===== config.mk =====
export PLATFORM = sky130hd
export DESIGN_NAME = floppy_sector_id_mapper_flat
export DESIGN_NICKNAME = d
export VERILOG_FILES = /design/src/rtl/fsim_pkg.sv /design/src/rtl/fsim_item_if.sv /design/src/rtl/fsim_res_if.sv /design/src/rtl/fsim_core.sv /design/src/rtl/floppy_sector_id_mapper.sv /design/src/flat_wrapper.sv
export SDC_FILE = /design/constraint.sdc
export NUM_CORES = 1
export LEC_CHECK = 0
export ABC_AREA = 0
export BUFFER_PORTS_ARGS = -buffer_cell sky130_fd_sc_hd__buf_2
export CORE_MARGIN = 10
export CORE_UTILIZATION = 45
export DETAILED_ROUTE_END_ITERATION = 12
export PLACE_DENSITY = 0.72
export SYNTH_ARGS = -nofsm -noshare
export SYNTH_HDL_FRONTEND = slang
export SYNTH_HIERARCHICAL = 1
export SYNTH_SLANG_ARGS = --single-unit

===== constraint.sdc =====
create_clock -name i_clk -period 4.9 [get_ports i_clk]
set_input_delay 0.98 -clock i_clk [delete_from_list [all_inputs] [get_ports i_clk]]
set_output_delay 0.98 -clock i_clk [all_outputs]
set_load 0.02 [all_outputs]

===== src/rtl/fsim_pkg.sv =====
// fsim_pkg: shared constants, codes, beat types and helpers of the sector-id mapper
// no dependencies; imported by the interfaces, fsim_core and floppy_sector_id_mapper

package fsim_pkg;

    // image layout
    localparam int NUM_DRIVES        = 4;
    localparam int LAST_TRACK        = 153;
    localparam int SECTORS_PER_TRACK = 8;
    localparam int SECTOR_SHIFT      = 10;
    localparam int SIZE_CODE         = 3;
    localparam int FMT_COUNT_MAX     = SECTORS_PER_TRACK + 1;

    // field widths
    localparam int OP_W     = 3;
    localparam int DRIVE_W  = 2;
    localparam int TRACK_W  = 8;
    localparam int BYTE_W   = 8;
    localparam int SECT_W   = $clog2(SECTORS_PER_TRACK);
    localparam int CYL_W    = 7;
    localparam int REC_W    = 4;
    localparam int SIZE_W   = 3;
    localparam int OFFSET_W = 21;
    localparam int FMTC_W   = 4;
    localparam int IDSUM_W  = BYTE_W + 2;

    // configuration port
    localparam int PADDR_W  = 3;
    localparam int PDATA_W  = 32;
    localparam logic REG_DRIVE_LOADED = 1'b0;

    // operation codes
    localparam logic [OP_W-1:0] OP_SEEK     = 3'd0;
    localparam logic [OP_W-1:0] OP_CUR_ID   = 3'd1;
    localparam logic [OP_W-1:0] OP_READ_ID  = 3'd2;
    localparam logic [OP_W-1:0] OP_FORMAT   = 3'd3;
    localparam logic [OP_W-1:0] OP_READ     = 3'd4;
    localparam logic [OP_W-1:0] OP_DIAG     = 3'd5;
    localparam logic [OP_W-1:0] OP_WRITE    = 3'd6;

    localparam logic ST_OK     = 1'b0;
    localparam logic ST_REJECT = 1'b1;

    typedef struct packed {
        logic [OP_W-1:0]    op;
        logic [DRIVE_W-1:0] drive;
        logic [TRACK_W-1:0] track;
        logic [BYTE_W-1:0]  id_cyl;
        logic [BYTE_W-1:0]  id_head;
        logic [BYTE_W-1:0]  id_rec;
        logic [BYTE_W-1:0]  id_size;
        logic               entry_last;
    } t_item;

    typedef struct packed {
        logic                status;
        logic [CYL_W-1:0]    out_cyl;
        logic                out_head;
        logic [REC_W-1:0]    out_rec;
        logic [SIZE_W-1:0]   out_size;
        logic [OFFSET_W-1:0] byte_offset;
    } t_result;

    // control from the top level to the core
    typedef struct packed {
        logic                  fire;
        logic [NUM_DRIVES-1:0] drive_loaded;
    } t_core_ctl;

    // what the core makes of the current item
    typedef struct packed {
        logic    has_result;
        t_result res;
    } t_core_res;

    // image offset of a sector, wrapped to the offset width
    function automatic logic [OFFSET_W-1:0] calc_offset(logic [TRACK_W-1:0] trk,
                                                       logic [SECT_W-1:0] sec);
        logic [31:0] full;
        full = 32'({trk, sec}) << SECTOR_SHIFT;
        return full[OFFSET_W-1:0];
    endfunction

endpackage


===== src/rtl/fsim_item_if.sv =====
// fsim_item_if: valid/ready channel carrying one command beat
// depends on fsim_pkg for field widths

interface fsim_item_if import fsim_pkg::*; ();
    logic               valid;
    logic               ready;
    logic [OP_W-1:0]    op;
    logic [DRIVE_W-1:0] drive;
    logic [TRACK_W-1:0] track;
    logic [BYTE_W-1:0]  id_cyl;
    logic [BYTE_W-1:0]  id_head;
    logic [BYTE_W-1:0]  id_rec;
    logic [BYTE_W-1:0]  id_size;
    logic               entry_last;

    modport source (
        output valid, op, drive, track, id_cyl, id_head, id_rec, id_size, entry_last,
        input  ready
    );
    modport sink (
        input  valid, op, drive, track, id_cyl, id_head, id_rec, id_size, entry_last,
        output ready
    );
endinterface


===== src/rtl/fsim_res_if.sv =====
// fsim_res_if: valid/ready channel carrying one result beat
// depends on fsim_pkg for field widths

interface fsim_res_if import fsim_pkg::*; ();
    logic                valid;
    logic                ready;
    logic                status;
    logic [CYL_W-1:0]    out_cyl;
    logic                out_head;
    logic [REC_W-1:0]    out_rec;
    logic [SIZE_W-1:0]   out_size;
    logic [OFFSET_W-1:0] byte_offset;

    modport source (
        output valid, status, out_cyl, out_head, out_rec, out_size, byte_offset,
        input  ready
    );
    modport sink (
        input  valid, status, out_cyl, out_head, out_rec, out_size, byte_offset,
        output ready
    );
endinterface


===== src/rtl/fsim_core.sv =====
// fsim_core: per-drive track and sector counter state, format list tracking,
// id checks and offset calculation for one registered command; uses fsim_pkg

module fsim_core import fsim_pkg::*; (
    input  logic      i_clk,
    input  logic      i_rst_n,
    input  t_core_ctl i_ctl,
    input  t_item     i_item,
    output t_core_res o_res
);

    logic [TRACK_W-1:0] r_track_pos  [NUM_DRIVES];
    logic [SECT_W-1:0]  r_sector_cnt [NUM_DRIVES];
    logic [FMTC_W-1:0]  r_fmt_count;
    logic               r_fmt_error;

    logic [FMTC_W-1:0]  n_fmt_count;
    logic               n_fmt_error;
    logic               n_trk_we;
    logic [TRACK_W-1:0] n_trk;
    logic               n_cnt_we;
    logic [SECT_W-1:0]  n_cnt;

    logic [TRACK_W-1:0] cur_trk;
    logic [SECT_W-1:0]  cnt;
    logic [SECT_W-1:0]  seek_cnt;
    logic [SECT_W-1:0]  rec_idx;
    logic               usable;
    logic               cur_ok;
    logic               trk_ok;
    logic [IDSUM_W-1:0] id_sum;
    logic               match_in;
    logic               match_cur;
    logic               rec_ok;
    logic               size_ok;
    logic               fmt_bad;
    logic [FMTC_W-1:0]  fmt_inc;

    assign cur_trk   = r_track_pos[i_item.drive];
    assign cnt       = r_sector_cnt[i_item.drive];
    assign usable    = ({1'b0, i_item.drive} < (DRIVE_W+1)'(NUM_DRIVES))
                       && i_ctl.drive_loaded[i_item.drive];
    assign cur_ok    = cur_trk <= TRACK_W'(LAST_TRACK);
    assign trk_ok    = i_item.track <= TRACK_W'(LAST_TRACK);
    assign id_sum    = {1'b0, i_item.id_cyl, 1'b0} + {2'b00, i_item.id_head};
    assign match_in  = id_sum == {2'b00, i_item.track};
    assign match_cur = id_sum == {2'b00, cur_trk};
    assign rec_ok    = (i_item.id_rec >= 8'd1) && (i_item.id_rec <= BYTE_W'(SECTORS_PER_TRACK));
    assign size_ok   = i_item.id_size == BYTE_W'(SIZE_CODE);
    assign fmt_bad   = !usable || !trk_ok || !match_in || !rec_ok || !size_ok;
    assign fmt_inc   = (r_fmt_count <= FMTC_W'(SECTORS_PER_TRACK)) ?
                       r_fmt_count + FMTC_W'(1) : r_fmt_count;
    assign seek_cnt  = (cur_trk != i_item.track) ? '0 : cnt;
    assign rec_idx   = i_item.id_rec[SECT_W-1:0] - SECT_W'(1);

    always_comb begin
        o_res.has_result = 1'b1;
        o_res.res        = '0;
        o_res.res.status = ST_REJECT;
        n_fmt_count      = r_fmt_count;
        n_fmt_error      = r_fmt_error;
        n_trk_we         = 1'b0;
        n_trk            = i_item.track;
        n_cnt_we         = 1'b0;
        n_cnt            = cnt;
        case (i_item.op)
            OP_SEEK: begin
                if (usable && trk_ok) begin
                    n_trk_we               = 1'b1;
                    n_cnt_we               = 1'b1;
                    n_cnt                  = seek_cnt;
                    o_res.res.status       = ST_OK;
                    o_res.res.out_cyl      = i_item.track[TRACK_W-1:1];
                    o_res.res.out_head     = i_item.track[0];
                    o_res.res.out_rec      = REC_W'(seek_cnt) + REC_W'(1);
                    o_res.res.out_size     = SIZE_W'(SIZE_CODE);
                end
            end
            OP_CUR_ID, OP_READ_ID, OP_DIAG: begin
                if (usable && cur_ok) begin
                    o_res.res.status       = ST_OK;
                    o_res.res.out_cyl      = cur_trk[TRACK_W-1:1];
                    o_res.res.out_head     = cur_trk[0];
                    o_res.res.out_rec      = REC_W'(cnt) + REC_W'(1);
                    o_res.res.out_size     = SIZE_W'(SIZE_CODE);
                    if (i_item.op == OP_DIAG) begin
                        o_res.res.byte_offset = calc_offset(cur_trk, cnt);
                    end
                    if (i_item.op != OP_CUR_ID) begin
                        n_cnt_we = 1'b1;
                        n_cnt    = cnt + SECT_W'(1);
                    end
                end
            end
            OP_READ, OP_WRITE: begin
                if (usable && cur_ok && match_cur && rec_ok && (i_item.id_head <= 8'd1)
                    && size_ok) begin
                    o_res.res.status      = ST_OK;
                    o_res.res.out_cyl     = cur_trk[TRACK_W-1:1];
                    o_res.res.out_head    = cur_trk[0];
                    o_res.res.out_rec     = i_item.id_rec[REC_W-1:0];
                    o_res.res.out_size    = SIZE_W'(SIZE_CODE);
                    o_res.res.byte_offset = calc_offset(cur_trk, rec_idx);
                    n_cnt_we              = 1'b1;
                    n_cnt                 = i_item.id_rec[SECT_W-1:0];
                end
            end
            OP_FORMAT: begin
                n_fmt_count = fmt_inc;
                n_fmt_error = r_fmt_error | fmt_bad;
                if (!i_item.entry_last) begin
                    o_res.has_result = 1'b0;
                end else begin
                    if (!n_fmt_error && (fmt_inc == FMTC_W'(SECTORS_PER_TRACK))) begin
                        n_trk_we         = 1'b1;
                        o_res.res.status = ST_OK;
                    end
                    n_fmt_count = '0;
                    n_fmt_error = 1'b0;
                end
            end
            default: begin
                o_res.res.status = ST_REJECT;
            end
        endcase
    end

    always_ff @(posedge i_clk) begin
        if (!i_rst_n) begin
            for (int d = 0; d < NUM_DRIVES; d++) begin
                r_track_pos[d]  <= '0;
                r_sector_cnt[d] <= '0;
            end
            r_fmt_count <= '0;
            r_fmt_error <= 1'b0;
        end else if (i_ctl.fire) begin
            if (n_trk_we) begin
                r_track_pos[i_item.drive] <= n_trk;
            end
            if (n_cnt_we) begin
                r_sector_cnt[i_item.drive] <= n_cnt;
            end
            r_fmt_count <= n_fmt_count;
            r_fmt_error <= n_fmt_error;
        end
    end

    // format count saturates one past a full track
    a_fmt_count_sat: assert property (@(posedge i_clk) disable iff (!i_rst_n)
        r_fmt_count <= FMTC_W'(FMT_COUNT_MAX))
        else $error("format count beyond saturation");

    // an accepted seek leaves the drive on the requested track
    a_seek_track: assert property (@(posedge i_clk) disable iff (!i_rst_n)
        (i_ctl.fire && (i_item.op == OP_SEEK) && (o_res.res.status == ST_OK))
        |=> r_track_pos[$past(i_item.drive)] == $past(i_item.track))
        else $error("seek did not update track position");

endmodule


===== src/rtl/floppy_sector_id_mapper.sv =====
// floppy_sector_id_mapper: top level of the sector-id mapper for a four-drive bank
// depends on fsim_pkg, fsim_item_if, fsim_res_if and fsim_core
//
//  channel   dir  handshake          beat
//  i_item    in   valid/ready        op, drive, track, id_cyl/head/rec/size, entry_last
//  o_res     out  valid/ready        status, out_cyl/head/rec/size, byte_offset
//  apb       in   psel/penable/pwrite  drive_loaded at byte addresses 0 to 3, pready tied high
//
//  one command per cycle sustained while the result channel is ready; each command beat
//  passes the input register, then the result register behind the core's single-pass logic
//  a format entry that is not the last of its list gives no result beat
//  reset is synchronous, active low, and clears drive state, format tracking and valids
//  a stalled result holds the result register; the input register still moves while
//  the result register is empty or being taken, so ready only drops on a real stall

module floppy_sector_id_mapper import fsim_pkg::*; (
    input  logic               i_clk,
    input  logic               i_rst_n,
    // configuration port
    input  logic               psel,
    input  logic               penable,
    input  logic               pwrite,
    input  logic [PADDR_W-1:0] paddr,
    input  logic [PDATA_W-1:0] pwdata,
    output logic [PDATA_W-1:0] prdata,
    output logic               pready,
    // command and result channels
    fsim_item_if.sink          i_item,
    fsim_res_if.source         o_res
);

    logic [NUM_DRIVES-1:0] r_drive_loaded;
    logic                  r_in_valid;
    t_item                 r_in;
    logic                  r_out_valid;
    t_result               r_out;

    logic                  advance;
    logic                  in_take;
    logic                  cfg_wr;
    logic                  reg_sel;
    t_core_ctl             core_ctl;
    t_core_res             core_res;

    // ---- configuration register ----
    assign pready  = 1'b1;
    assign reg_sel = paddr[PADDR_W-1] == REG_DRIVE_LOADED;
    assign cfg_wr  = psel && penable && pwrite && pready && reg_sel;
    assign prdata  = reg_sel ? PDATA_W'(r_drive_loaded) : '0;

    always_ff @(posedge i_clk) begin
        if (!i_rst_n) begin
            r_drive_loaded <= '0;
        end else if (cfg_wr) begin
            r_drive_loaded <= pwdata[NUM_DRIVES-1:0];
        end
    end

    // ---- pipeline control ----
    // the held command goes through the core when the result register can take it
    assign advance      = r_in_valid && (!r_out_valid || o_res.ready);
    assign i_item.ready = !r_in_valid || advance;
    assign in_take      = i_item.valid && i_item.ready;

    always_ff @(posedge i_clk) begin
        if (!i_rst_n) begin
            r_in_valid  <= 1'b0;
            r_out_valid <= 1'b0;
        end else begin
            if (in_take) begin
                r_in_valid <= 1'b1;
            end else if (advance) begin
                r_in_valid <= 1'b0;
            end
            if (advance && core_res.has_result) begin
                r_out_valid <= 1'b1;
            end else if (o_res.ready) begin
                r_out_valid <= 1'b0;
            end
        end
    end

    // payload registers, no reset needed
    always_ff @(posedge i_clk) begin
        if (in_take) begin
            r_in.op         <= i_item.op;
            r_in.drive      <= i_item.drive;
            r_in.track      <= i_item.track;
            r_in.id_cyl     <= i_item.id_cyl;
            r_in.id_head    <= i_item.id_head;
            r_in.id_rec     <= i_item.id_rec;
            r_in.id_size    <= i_item.id_size;
            r_in.entry_last <= i_item.entry_last;
        end
        if (advance && core_res.has_result) begin
            r_out <= core_res.res;
        end
    end

    // ---- id checks and drive state ----
    assign core_ctl.fire         = advance;
    assign core_ctl.drive_loaded = r_drive_loaded;

    fsim_core u_core (
        .i_clk   (i_clk),
        .i_rst_n (i_rst_n),
        .i_ctl   (core_ctl),
        .i_item  (r_in),
        .o_res   (core_res)
    );

    // ---- result channel ----
    assign o_res.valid       = r_out_valid;
    assign o_res.status      = r_out.status;
    assign o_res.out_cyl     = r_out.out_cyl;
    assign o_res.out_head    = r_out.out_head;
    assign o_res.out_rec     = r_out.out_rec;
    assign o_res.out_size    = r_out.out_size;
    assign o_res.byte_offset = r_out.byte_offset;

    // a command that yields a result is presented on the next cycle
    a_result_follows: assert property (@(posedge i_clk) disable iff (!i_rst_n)
        (advance && core_res.has_result) |=> r_out_valid)
        else $error("result beat lost behind the core");

    // a rejected beat carries nothing but its status
    a_reject_clean: assert property (@(posedge i_clk) disable iff (!i_rst_n)
        (r_out_valid && (r_out.status == ST_REJECT)) |->
        ((r_out.out_cyl == '0) && !r_out.out_head && (r_out.out_rec == '0)
         && (r_out.out_size == '0) && (r_out.byte_offset == '0)))
        else $error("rejected result has non-zero fields");

endmodule

===== src/flat_wrapper.sv =====
// flat-port wrapper written by rule: the top's interface ports become plain ports
module floppy_sector_id_mapper_flat import fsim_pkg::*;
  (i_clk, i_rst_n, psel, penable, pwrite, paddr, pwdata, prdata, pready, i_item_valid, i_item_op, i_item_drive, i_item_track, i_item_id_cyl, i_item_id_head, i_item_id_rec, i_item_id_size, i_item_entry_last, i_item_ready, o_res_valid, o_res_status, o_res_out_cyl, o_res_out_head, o_res_out_rec, o_res_out_size, o_res_byte_offset, o_res_ready);
  fsim_item_if i_item_i ();
  fsim_res_if o_res_i ();
  input  logic i_clk;
  input  logic i_rst_n;
  input  logic psel;
  input  logic penable;
  input  logic pwrite;
  input  logic [PADDR_W-1:0] paddr;
  input  logic [PDATA_W-1:0] pwdata;
  output logic [PDATA_W-1:0] prdata;
  output logic pready;
  input wire logic [$bits(i_item_i.valid)-1:0] i_item_valid;
  input wire logic [$bits(i_item_i.op)-1:0] i_item_op;
  input wire logic [$bits(i_item_i.drive)-1:0] i_item_drive;
  input wire logic [$bits(i_item_i.track)-1:0] i_item_track;
  input wire logic [$bits(i_item_i.id_cyl)-1:0] i_item_id_cyl;
  input wire logic [$bits(i_item_i.id_head)-1:0] i_item_id_head;
  input wire logic [$bits(i_item_i.id_rec)-1:0] i_item_id_rec;
  input wire logic [$bits(i_item_i.id_size)-1:0] i_item_id_size;
  input wire logic [$bits(i_item_i.entry_last)-1:0] i_item_entry_last;
  output wire logic [$bits(i_item_i.ready)-1:0] i_item_ready;
  output wire logic [$bits(o_res_i.valid)-1:0] o_res_valid;
  output wire logic [$bits(o_res_i.status)-1:0] o_res_status;
  output wire logic [$bits(o_res_i.out_cyl)-1:0] o_res_out_cyl;
  output wire logic [$bits(o_res_i.out_head)-1:0] o_res_out_head;
  output wire logic [$bits(o_res_i.out_rec)-1:0] o_res_out_rec;
  output wire logic [$bits(o_res_i.out_size)-1:0] o_res_out_size;
  output wire logic [$bits(o_res_i.byte_offset)-1:0] o_res_byte_offset;
  input wire logic [$bits(o_res_i.ready)-1:0] o_res_ready;
  assign i_item_i.valid = i_item_valid;
  assign i_item_i.op = i_item_op;
  assign i_item_i.drive = i_item_drive;
  assign i_item_i.track = i_item_track;
  assign i_item_i.id_cyl = i_item_id_cyl;
  assign i_item_i.id_head = i_item_id_head;
  assign i_item_i.id_rec = i_item_id_rec;
  assign i_item_i.id_size = i_item_id_size;
  assign i_item_i.entry_last = i_item_entry_last;
  assign i_item_ready = i_item_i.ready;
  assign o_res_valid = o_res_i.valid;
  assign o_res_status = o_res_i.status;
  assign o_res_out_cyl = o_res_i.out_cyl;
  assign o_res_out_head = o_res_i.out_head;
  assign o_res_out_rec = o_res_i.out_rec;
  assign o_res_out_size = o_res_i.out_size;
  assign o_res_byte_offset = o_res_i.byte_offset;
  assign o_res_i.ready = o_res_ready;
  floppy_sector_id_mapper u_core (.i_clk(i_clk), .i_rst_n(i_rst_n), .psel(psel), .penable(penable), .pwrite(pwrite), .paddr(paddr), .pwdata(pwdata), .prdata(prdata), .pready(pready), .i_item(i_item_i), .o_res(o_res_i));
endmodule

**Word-level counts from Yosys, hierarchy flattened**

Memories as Yosys holds them, arrays and structs flattened. A register that Yosys moved wholly into a read port is not among the register bits.
Index checks and enable logic that the tools add are counted.
W data, S select, Z words.

- Flip-flop bits (word level): 94
- Memory bits (writable): 44
- Input port bits: 88
- Output and inout bits: 72
- Logic and storage cells: 136
- Memories: 2

Memory list:

| memory | words | width | rd ports | clocked after memory_dff | write ports | line | source |
|---|---|---|---|---|---|---|---|
| u_core.u_core.r_track_pos | 4 | 8 | 1 | 1 | 4 | fsim_core.sv:12 | `logic [TRACK_W-1:0] r_track_pos [NUM_DRIVES];` |
| u_core.u_core.r_sector_cnt | 4 | 3 | 1 | 1 | 4 | fsim_core.sv:13 | `logic [SECT_W-1:0] r_sector_cnt [NUM_DRIVES];` |

- Add/subtract/negate cells: 6
- Magnitude comparators: 7
- Eq/ne operators: 12
- Multiplexer cells: 52
- Bitwise gates (word level): 2
- Reductions and logical operators: 36

Operators with widths:

| cell | count |
|---|---|
| $mux W37 | 2 |
| $pmux W15 S3 | 1 |
| $pmux W21 S2 | 1 |
| $mux W1 | 27 |
| $mux W21 | 1 |
| $eq A10 B8 Y1 | 2 |
| $mux W3 | 6 |
| $le A8 B8 Y1 const B | 2 |
| $mux W16 | 1 |
| $logic_and A1 B1 Y1 | 14 |
| $mux W4 | 3 |
| $add A9 B8 Y10 | 1 |
| $eq A3 B3 Y1 const B | 3 |
| $pmux W3 S3 | 1 |
| $add A3 B1 Y4 const B | 2 |
| $eq A8 B2 Y1 const B | 1 |
| $ge A8 B1 Y1 const B | 1 |
| $le A8 B1 Y1 const B | 1 |
| $le A8 B4 Y1 const B | 1 |
| $logic_not A1 Y1 | 8 |
| $mux W2 | 4 |
| $mux W8 | 1 |
| $ne A8 B8 Y1 | 1 |
| $reduce_or A8 Y1 | 1 |
| 21 further kinds | 29 |

**Logic depth before layout (Yosys ltp)**

Gate-level depths: netlist (run 1).

- Word-level depth: 19
- Mapped depth: 13

**Hierarchy**

Netlist (run 1), hierarchy kept.

Modules (own cells, without submodules):

| module | instances | cells each | area each (um^2) |
|---|---|---|---|
| fsim_core | 1 | 406 | 3818.7 |
| floppy_sector_id_mapper | 1 | 148 | 3024.2 |

**Worst setup path before layout (run 1)**

OpenSTA, ideal clock, no wires.

- Path kind: reg-to-reg
- Start: reg u_core/r_in[18] in the netlist's numbering
- End: mem u_core.u_core.r_track_pos[3][0], enable pin
- Library setup time: 0.384 ns
- Arrival time: 2.979 ns
- Data required time: 4.516 ns
- Setup slack: 1.537 ns
- Stages on the path, launching flop included: 12
- Cell sequence: edfxtp_1 -> ha_1 -> inv_1 -> fa_1 -> xnor2_1 -> nor4_1 -> nand2_1 -> nor4_1 -> o2111a_1 -> a22oi_1 -> clkbuf_1 -> o21ai_0

RTL lines:

| item | line | source |
|---|---|---|
| from (decl) | floppy_sector_id_mapper.sv:34 | `t_item r_in;` |
| to (decl) | fsim_core.sv:12 |  |

==> summary.md, run 1 <==
| Metric | Value |
|---|---|
| CTS H-Tree Depth | `4` |
| Cell Pwr Density | `370 nW/um2` |
| WS Path Type | `flip-flop to flip-flop` |
| Die ar. | `20,500 um2` |
| CP Capture Type | `flip-flop` |
| Status | `complete, no violations` |
| Antenna violations before repair | `0` |
| Starting DRT DRC Count | `279` |
| Synth Flop Type | `edfxtp_1` |
| Total of max-cap violations | `0` |
| Final Util | `0.531` |
| Vias per inst | `5.39` |
| Hold-fix buffers, CTS | `0` |
| RSZ-0062 raised after global routing | `no` |
| Largest net degree at the start of global routing | `47` |
| Setup Viol. Count Final | `0` |
| RD Place Congestion | `0.924` |
| CP bufs+invs | `0` |
| Levels on crit path | `7` |
| Max-slew headroom | `0.313` |
| YS warnings | `6` |
| Vias in the first global route | `4,749` |
| Antenna diodes | `0` |
| Fin. max-slew vios | `0` |
| TritonCTS Buffers | `17` |
| Post-synth EDFFs | `127` |
| Share of cells above drive strength 1 | `0.244` |
| Actual slew at the worst max-slew pin | `1.03 ns` |
| Final ANT Viol Nets | `0` |
| Crit-path max cell delay | `0.98 ns` |
| R2R Setup Slk | `0.93 ns` |
| CORE AREA | `15,000 um2` |
| Req. time, crit path | `5.05 ns` |
| Worst path slowest cell | `edfxtp_1` |
| Starting Density | `0.455` |
| Root Driver | `clkbuf_16` |
| Async set or reset register ratio after synthesis | `0` |
| DR pass1 iterations | `5` |
| Final TNS setup | `0 ns` |
| Critical Path End | `u_core/u_core/r_sector_cnt[2][0]` |
| Crit path from | `u_core/r_in[42]` |
| Hpwl dp | `11,300 um` |
| Register area share after synthesis | `0.590` |
| Row Count | `45` |
| Crit-path cells | `mux4_2 -> xnor3_1 -> or4b_4 -> a211oi_1 -> o21ai_1 -> a31oi_1 -> nor3_1` |
| Clock Latency Late Sink | `0.42 ns` |
| Fill cells | `1,263` |
| Clk_skew | `0.00722 ns` |
| Worst r2r dst | `u_core/u_core/r_sector_cnt[2][0]` |
| WP data arrival | `4.12 ns` |
| FMAX | `252 MHz` |
| R2R depth | `7` |
| Post-Syn Area | `6840 um2` |
| Cells after Synth | `554` |
| Worst-path clk slew | `0.06 ns` |
| Die Y | `143 um` |
| First-pass GRT wire length | `24,000 um` |
| TritonCTS clock tree | `yes` |
| Clk sinks | `138` |
| Die Wd | `143 um` |
| RR Startpoint | `u_core/r_in[42]` |
| Crit path max fanout | `20` |
| Most frequent cells in the layout | `edfxtp_1, buf_2, nor2_1` |
| Most common cell after layout, fill and taps aside | `edfxtp_1` |
| Synth unique cells | `61` |
| Post-CTS Setup Bufs | `0` |
| GR Overflow Total | `0` |
| Port bufs | `100` |
| Tightest Hold Check Type | `flip-flop to flip-flop` |
| Longest Clk Path Bufs | `2` |
| Tcrit/Tclk final | `0.810` |
| Routed len/inst | `17.7 um` |
| Final wirelength | `15,200 um` |
| DRC | `0` |
| Endpoints failing hold | `0` |
| Gr usage total | `0.152` |
| Crit-path leading delay family | `compound AO/OA/AOI/OAI gates` |
| Leak pwr | `3.11 nW` |
| Min cycle time layout | `3.97 ns` |
| Via count | `4,627` |
| Area delta synth->final | `16.6%` |
| Synthesized flop and latch total | `138` |
| Peak VDD IR | `302 uV` |
| CP Launch Type | `flip-flop` |
| I/O pin total | `160` |
| Post-CTS Resized | `0` |
| Synth Area per Inst | `12.4 um2` |
| Final net count | `761` |
==> area by class of cell <==
| class | count | area, um2 | share of cell area |
|---|---|---|---|
| inverters | 22 | 82.6 | 0.0104 |
| flip-flops and latches | 138 | 4030 | 0.506 |
| multi-input cells | 374 | 2480 | 0.312 |
| repair buffers | 105 | 538 | 0.0675 |
| well taps | 188 | 235 | 0.0295 |
| clock buffers | 18 | 429 | 0.0538 |
| clock inverters | 14 | 173 | 0.0216 |
==> sequential cells by signal, summed over array words and instances, names as in the netlist <==
name                        count
u_core/o_res.out_head           1
u_core/u_core/r_fmt_count       4
u_core/o_res.byte_offset       21
u_core/o_res.status             1
u_core/r_in                    46
u_core/o_res.out_rec            4
u_core/o_res.out_cyl            7
u_core/u_core/r_sector_cnt     12
u_core/u_core/r_fmt_error       1
u_core/o_res.out_size           3
u_core/o_res.valid              1
u_core/r_in_valid               1
u_core/u_core/r_track_pos      32
u_core/r_drive_loaded           4
==> how the worst min path moves through the flow <==
stage | from | endpoint | cells after the start
finish | u_core/r_drive_loaded[1] | u_core/r_drive_loaded[1] | 2
global route | u_core/r_drive_loaded[1] | u_core/r_drive_loaded[1] | 2
CTS | u_core/r_drive_loaded[3] | u_core/r_drive_loaded[3] | 2
detailed placement | u_core/r_drive_loaded[3] | u_core/r_drive_loaded[3] | 2
global placement | u_core/r_drive_loaded[0] | u_core/r_drive_loaded[0] | 2
floorplan | u_core/r_drive_loaded[1] | u_core/r_drive_loaded[1] | 2
==> power breakdown <==
group | leakage [nW] | internal [mW] | switching, mW | total (mW)
Combinational | 1.50 | 0.113 | 0.176 | 0.289
Sequential | 1.33 | 1.34 | 0.0341 | 1.38
Clock | 0.281 | 0.801 | 0.488 | 1.29
==> cell usage after synthesis, types with 6 or more instances <==
cell type    n  area share
inv_1       22       0.012
clkbuf_1     8      0.0044
nand3_1      7      0.0051
nor2b_1      7      0.0064
o21ai_1      7      0.0051
nor2_1      61       0.033
ha_1        14       0.026
edfxtp_1   127        0.56
mux4_2      12       0.039
nand2_1     51       0.028
a21oi_1     12      0.0088
xnor2_1     19       0.024
o21ai_0     21       0.015
nor3_1      11      0.0080
a31oi_1      6      0.0055
mux2i_1      8       0.012
dfxtp_1     11       0.032
and3_1       8      0.0073
buf_4       41       0.045
==> kinds of logic after synthesis <==
logic type | count (synthesis) | synth area share
and+or+nand+nor | 187 | 0.132
DFF | 138 | 0.590
AOI/OAI and AO/OA | 82 | 0.0806
buffers and inverters | 79 | 0.0689
xor gates and xnor gates | 28 | 0.0439
muxes | 22 | 0.0545
adders and majority gates | 15 | 0.0285
other | 3 | 0.00165
==> worst reg2reg max path, cell delays in order (launching register included) <==
cell	delay, ns
edfxtp_1	0.98
mux4_2	0.51
xnor3_1	0.36
or4b_4	0.51
a211oi_1	0.53
o21ai_1	0.21
a31oi_1	0.48
nor3_1	0.10
==> per-layer routing <==
metal,track usage,up-vias,wire (um)
li1,-,2154,-
met1,0.183,2220,6260
met2,0.249,228,7330
met3,0.0422,25,1240
met4,0.0677,0,378
met5,0,-,0
==> through the flow <==
step | hold slack (ns) | setup WS [ns] | total power [mW] | instances | area, um2
detailed placement | 0.464 | 1.03 | 1.69 | 827 | 7370
CTS | 0.472 | 0.981 | 2.98 | 859 | 7980
global placement | 0.462 | 1.13 | 1.68 | 827 | 7370
finish | 0.471 | 0.929 | 2.95 | 859 | 7980
floorplan | 0.441 | 1.54 | 1.62 | 591 | 6980
global route | 0.493 | 0.726 | 3.08 | 859 | 7980
(Power assumes the default switching activity.)
==> run 2: changes to the inputs <==
Settings changed: ABC_AREA 0 to 1, PLACE_DENSITY 0.72 to 0.74.
Clock period 4.9 ns to 3.4 ns, I/O delays scaled along.
==> run 2 against run 1 <==
  * Maximum frequency rose by 27%
  * Critical path type unchanged
  * Highest routed layer unchanged
  * Worst setup slack got worse by 0.67 ns
  * Critical endpoint is now u_core/u_core/r_track_pos[1][0]
  * Synthesized cell count rose by 43%
==> summary.md, run 2 <==
| Metric | Value |
|---|---|
| Status | `complete, no violations` |
| Final wirelength | `16,300 um` |
| Dpl ws | `0.208 ns` |
| Critical Path End | `u_core/u_core/r_track_pos[1][0]` |
| Async set or reset register ratio after synthesis | `0` |
| Most frequent cells in the layout | `nand2_1, nor2_1, edfxtp_1` |
| Clk pwr share | `0.416` |
| RR Startpoint | `u_core/r_in[18]` |
| Register area share after synthesis | `0.558` |
| Area leader, netlist | `edfxtp_1` |
| R2R Setup Slk | `0.26 ns` |
| Pint | `3.24 mW` |
| Worst-path clk slew | `0.05 ns` |
| RD Place Congestion | `0.864` |
| Antenna violations before repair | `0` |
| Post-Syn Area | `7230 um2` |
| Starting Density | `0.457` |
| RSZ-0062 raised after global routing | `no` |
| Vias per inst | `4.80` |
| I/O pin total | `160` |
| CP Capture Type | `flip-flop` |
| Clock Latency Late Sink | `0.41 ns` |
| TritonCTS clock tree | `yes` |
| Largest cells by area after synthesis | `edfxtp_1, nand2_1, nor2_1` |
| GR Overflow Total | `0` |
| Max-slew headroom | `0.607` |
| YS warnings | `6` |
| Area delta synth->final | `17.5%` |
| Routed len/inst | `14.2 um` |
| Peak VDD IR | `351 uV` |
| Vias in the first global route | `5,352` |
| Crit path top cell by count | `nand3_1` |
| Final worst setup slack | `0.262 ns` |
| Net Sw Power | `1.03 mW` |
| Final ANT Viol Nets | `0` |
| Crit path from | `u_core/r_in[18]` |
| Tightest Hold Check Type | `input port to flip-flop` |
| Gr usage total | `0.151` |
| CORE AREA | `15,800 um2` |
| Min cycle time layout | `3.14 ns` |
| WP data arrival | `3.22 ns` |
| Fin. max-slew vios | `0` |
| First-pass GRT wire length | `26,200 um` |
| Setup Viol. Count Final | `0` |
| TritonCTS Buffers | `17` |
| Worst r2r dst | `u_core/u_core/r_track_pos[1][0]` |
| Starting DRT DRC Count | `422` |
| Req. time, crit path | `3.49 ns` |
| Die Wd | `147 um` |
| Total of max-cap violations | `0` |
| Antenna diodes | `0` |
| DR pass1 iterations | `5` |
| Fill cells | `1,434` |
| Sw frac | `0.242` |
| Hpwl dp | `12,600 um` |
| Count leader, synth | `nand2_1` |
| Via count | `5,495` |
| Synth Flop Type | `edfxtp_1` |
| Post-synth EDFFs | `127` |
| Root Driver | `clkbuf_16` |
| WS Path Type | `flip-flop to flip-flop` |
| Most common cell after layout, fill and taps aside | `nand2_1` |
| Crit-path cells | `ha_1 -> inv_1 -> fa_1 -> xnor2_1 -> nor3_1 -> nand3_1 -> or2_2 -> nor2_1 -> nand3_1 -> nor2_2 -> nand3_2 -> nand2_4 -> nand4_4 -> nand2_1` |
| Yosys top cell area share | `0.527` |
| Port bufs | `100` |
| Clk sinks | `138` |
| FMAX | `319 MHz` |
| Synth unique cells | `41` |
| Post-CTS Setup Bufs | `0` |
| Largest net degree at the start of global routing | `38` |
| Final TNS setup | `0 ns` |
| Die Y | `147 um` |
| Longest Clk Path Bufs | `2` |
| DRC | `0` |
| Share of cells above drive strength 1 | `0.193` |
| Overall Power | `4.27 mW` |
| Cells after Synth | `792` |
| Clk_skew | `0.00547 ns` |
| Row Count | `46` |
| Final net count | `1,020` |
| CP Launch Type | `flip-flop` |
| Tcrit/Tclk final | `0.923` |
| Die ar. | `21,500 um2` |
| Endpoints failing hold | `0` |
| CTS H-Tree Depth | `4` |
| Top reg by flops | `u_core/r_in` |
| Multi-input gate area | `2550 um2` |
| Synth Area per Inst | `9.13 um2` |
| Synthesized flop and latch total | `138` |
| Worst path slowest cell | `fa_1` |
| R2R depth | `14` |
| Max FFs per register | `46` |
| Crit path max fanout | `8` |
| Crit-path max cell delay | `0.46 ns` |
| Leak pwr | `3.81 nW` |
| Sequential cell area | `4030 um2` |
| Actual slew at the worst max-slew pin | `0.585 ns` |
| Comb power frac | `0.122` |
| Top post-synthesis cells by count | `nand2_1, nor2_1, edfxtp_1, inv_1, nand3_1` |
| Cell Pwr Density | `502 nW/um2` |
| Seq pwr share | `0.463` |
-- run 2: cell types whose count changed in the layout (fill, tap and decap cells not counted), moves of 10 or more --
cell / before / now
buf_4: 5 / 21
mux4_2: 12 / 0
nand4_1: 3 / 13
nand2_1: 51 / 171
nand3_1: 7 / 50
o22ai_1: 1 / 13
inv_1: 22 / 106
xnor2_1: 19 / 2
nor2_1: 61 / 127
-- run 2: critical path: cells and delay by family (launching register included) --
kind	cells	cell delay, ns
simple gates	10	1.49
fa+ha+maj	2	0.71
flops	1	0.39
xor+xnor	1	0.15
buf+inv	1	0.08
-- run 2: worst min path at each step --
stage / from / to / slack, ns / cells after the start
floorplan: u_core/u_core/r_fmt_error / u_core/u_core/r_fmt_error / 0.45 / 2
global placement: u_core/u_core/r_fmt_count[2] / u_core/u_core/r_fmt_count[2] / 0.47 / 2
detailed placement: u_core/u_core/r_fmt_count[3] / u_core/u_core/r_fmt_count[3] / 0.48 / 2
CTS: i_item_drive[1] / u_core/r_in[42] / 0.41 / 1
global route: i_item_id_rec[0] / u_core/r_in[9] / 0.42 / 1
finish: i_item_track[4] / u_core/r_in[37] / 0.44 / 1
-- run 2: kinds of logic after synthesis --
| family | count (synthesis) | share of synthesized area |
|---|---|---|
| DFF | 138 | 0.558 |
| and+or+nand+nor | 400 | 0.242 |
| other | 3 | 0.00156 |
| xor gates and xnor gates | 7 | 0.00847 |
| buffers and inverters | 163 | 0.111 |
| adders and majority gates | 15 | 0.0270 |
| AOI/OAI and AO/OA | 66 | 0.0522 |
-- run 2: stage by stage --
stage / std cells / instance area, um2 / hold slack (ns) / utilization
CTS: 1145 / 8490 / 0.415 / 0.536
finish: 1145 / 8500 / 0.439 / 0.537
global route: 1145 / 8500 / 0.420 / 0.537
global placement: 1114 / 7920 / 0.472 / 0.501
floorplan: 829 / 7370 / 0.446 / -
detailed placement: 1114 / 7920 / 0.476 / 0.501
-- run 2: power by group through the flow --
stage / Sequential [mW] / Clock [mW] / Combinational (mW)
final: 1.97 / 1.77 / 0.520
after global routing: 1.98 / 1.90 / 0.584
after CTS: 1.97 / 1.81 / 0.516
after detailed placement: 2.01 / 0 / 0.513
after global placement: 2.01 / 0 / 0.504
after floorplan: 2.03 / 0 / 0.364
-- run 2: routing by layer --
layer	up-vias	wire length (um)	GRT usage
li1	2766	-	-
met1	2466	7220	0.194
met2	238	7220	0.229
met3	25	1480	0.0494
met4	0	331	0.0616
met5	-	0	0
-- run 2: cell type report --
| cell class | instances | area share |
|---|---|---|
| inverter | 111 | 0.0490 |
| multi-input combinational | 528 | 0.300 |
| clock buffer | 21 | 0.0518 |
| tap | 216 | 0.0318 |
| clock inverter | 10 | 0.0149 |
| timing repair buffer | 121 | 0.0775 |
| sequential | 138 | 0.475 |
-- run 2: repair_timing --
item	in CTS	in global routing
hold buffers	0	0
resized for setup	0	3
setup endpoints to repair	0	24
==> run 3: changes to the inputs <==
Settings changed: CORE_MARGIN 10 to 4, SKIP_CTS_REPAIR_TIMING set to 1.
==> run 3 against run 2 <==
  * Total power about the same
  * Largest power group unchanged
  * Clock-buffer cell count decreased by 4
  * Die area decreased by 16%
  * Largest cell class unchanged
==> summary.md, run 3 (synthesized netlist as in run 2, its figures left out) <==
| Metric | Value |
|---|---|
| Row Count | `46` |
| Die Y | `135 um` |
| DR pass1 iterations | `6` |
| Starting DRT DRC Count | `434` |
| Die Wd | `135 um` |
| RD Place Congestion | `0.860` |
| Crit path top cell by count | `nand3_1` |
| Root Driver | `clkbuf_16` |
| Top reg by flops | `u_core/r_in` |
| Final TNS setup | `0 ns` |
| Area delta synth->final | `17.5%` |
| Final wirelength | `15,500 um` |
| I/O pin total | `160` |
| Routed len/inst | `13.6 um` |
| CP Capture Type | `flip-flop` |
| FMAX | `320 MHz` |
| Top sig layer | `met4` |
| Antenna violations before repair | `0` |
| Clk sinks | `138` |
| Final ANT Viol Nets | `0` |
| DRC | `0` |
| TritonCTS Buffers | `17` |
| TritonCTS clock tree | `yes` |
| Vias per inst | `4.83` |
| Req. time, crit path | `3.51 ns` |
| Final Util | `0.537` |
| Tightest Hold Check Type | `input port to flip-flop` |
| Worst-path clk slew | `0.06 ns` |
| Crit-path leading delay family | `simple AND/OR/NAND/NOR gates` |
| Non-filler instance count after layout | `1,145` |
| CORE AREA | `15,800 um2` |
| Max FFs per register | `46` |
| Min cycle time layout | `3.13 ns` |
| Hold path cells | `1` |
| Vias in the first global route | `5,144` |
| Leak pwr | `3.81 nW` |
| Via count | `5,526` |
| Clock Latency Late Sink | `0.42 ns` |
| Max-slew headroom | `0.594` |
| Antenna diodes | `0` |
| CP Launch Type | `flip-flop` |
| Total of max-cap violations | `0` |
| Detail Route met2 WL | `7120 um` |
| Status | `complete, no violations` |
| Endpoints failing hold | `0` |
| Dpl cells | `1,113` |
| WP data arrival | `3.24 ns` |
| Fin. max-slew vios | `0` |
| Port bufs | `100` |
| Hpwl dp | `11,800 um` |
| Peak VDD IR | `384 uV` |
| Setup Viol. Count Final | `0` |
| Largest net degree at the start of global routing | `38` |
| Starting Density | `0.457` |
| Crit-path max cell delay | `0.47 ns` |
| WS Path Type | `flip-flop to flip-flop` |
| Final net count | `1,019` |
| Worst path slowest cell | `fa_1` |
| Cell Pwr Density | `502 nW/um2` |
| Share of cells above drive strength 1 | `0.199` |
| Longest Clk Path Bufs | `2` |
| Crit path max fanout | `8` |
| WL met3 | `1440 um` |
| CTS H-Tree Depth | `4` |
| Clk_skew | `0.00646 ns` |
| Worst hold slack | `0.433 ns` |
| GR Overflow Total | `0` |
| Actual slew at the worst max-slew pin | `0.605 ns` |
| Tcrit/Tclk final | `0.920` |
| Most common cell after layout, fill and taps aside | `nand2_1` |
| Crit-path cells | `ha_1 -> inv_1 -> fa_1 -> xnor2_1 -> nor3_1 -> nand3_1 -> or2_2 -> nor2_1 -> nand3_1 -> nor2_2 -> nand3_2 -> nand2_4 -> nand3_1 -> nand2_2` |
| Most frequent cells in the layout | `nand2_1, nor2_1, edfxtp_1` |
| WL met1 | `6780 um` |
| R2R depth | `14` |
| CP bufs+invs | `1` |
| First-pass GRT wire length | `25,100 um` |
| Die ar. | `18,200 um2` |
| RSZ-0062 raised after global routing | `no` |
| Gr usage total | `0.177` |
| Levels on crit path | `14` |
-- run 3: changes by cell type in the layout (fill, tap and decap cells not counted), sizes merged --
cell      before  now
inv          109  111
clkinvlp       2    3
buf          121  120
clkbuf        21   17
bufinv         3    2
clkinv         7   10
-- run 3: final timing paths --
kind / start / slack (ns) / endpoint
worst min register to register: u_core/u_core/r_fmt_count[1] / 0.48 / u_core/u_core/r_fmt_count[1]
worst max-delay path: u_core/r_in[18] / 0.27 / u_core/u_core/r_track_pos[2][4]
worst max register to register: u_core/r_in[18] / 0.27 / u_core/u_core/r_track_pos[2][4]
worst min-delay path: i_item_id_rec[0] / 0.43 / u_core/r_in[9]
-- run 3: area by class of cell --
type	instances	area, um2
Sequential cell	138	4030
Tap cell	216	270
Timing Repair Buffer	120	651
Fill cell	1398	7330
Multi-Input combinational cell	528	2550
Clock inverter	15	151
Clock buffer	17	425
Inverter	111	417
-- run 3: metal layers --
metal / track usage / vias up
met4: 0.0645 / 0
li1: - / 2774
met3: 0.0458 / 16
met1: 0.241 / 2498
met2: 0.276 / 238
met5: 0 / -
-- run 3: worst register-to-register path, delay by kind of cell (launching register included) --
kind / cells / cell delay [ns]
flops: 1 / 0.39
simple gates: 10 / 1.49
buf+inv: 1 / 0.08
fa+ha+maj: 2 / 0.72
xor+xnor: 1 / 0.16
-- run 3: report_power, final --
part	switching (mW)	leakage, nW	total [mW]	internal (mW)
Sequential	0.0339	1.33	1.97	1.94
Clock	0.702	0.276	1.78	1.08
Combinational	0.359	2.20	0.518	0.159
Total	1.09	3.81	4.27	3.18
-- run 3: metrics by stage --
step	total power [mW]	area, um2	setup WS (ns)
final	4.27	8500	0.271
after global routing	4.46	8500	0.0115
after CTS	4.31	8490	0.151
after detailed placement	2.52	7920	0.196
after global placement	2.51	7920	0.224
after floorplan	2.40	7370	0.501
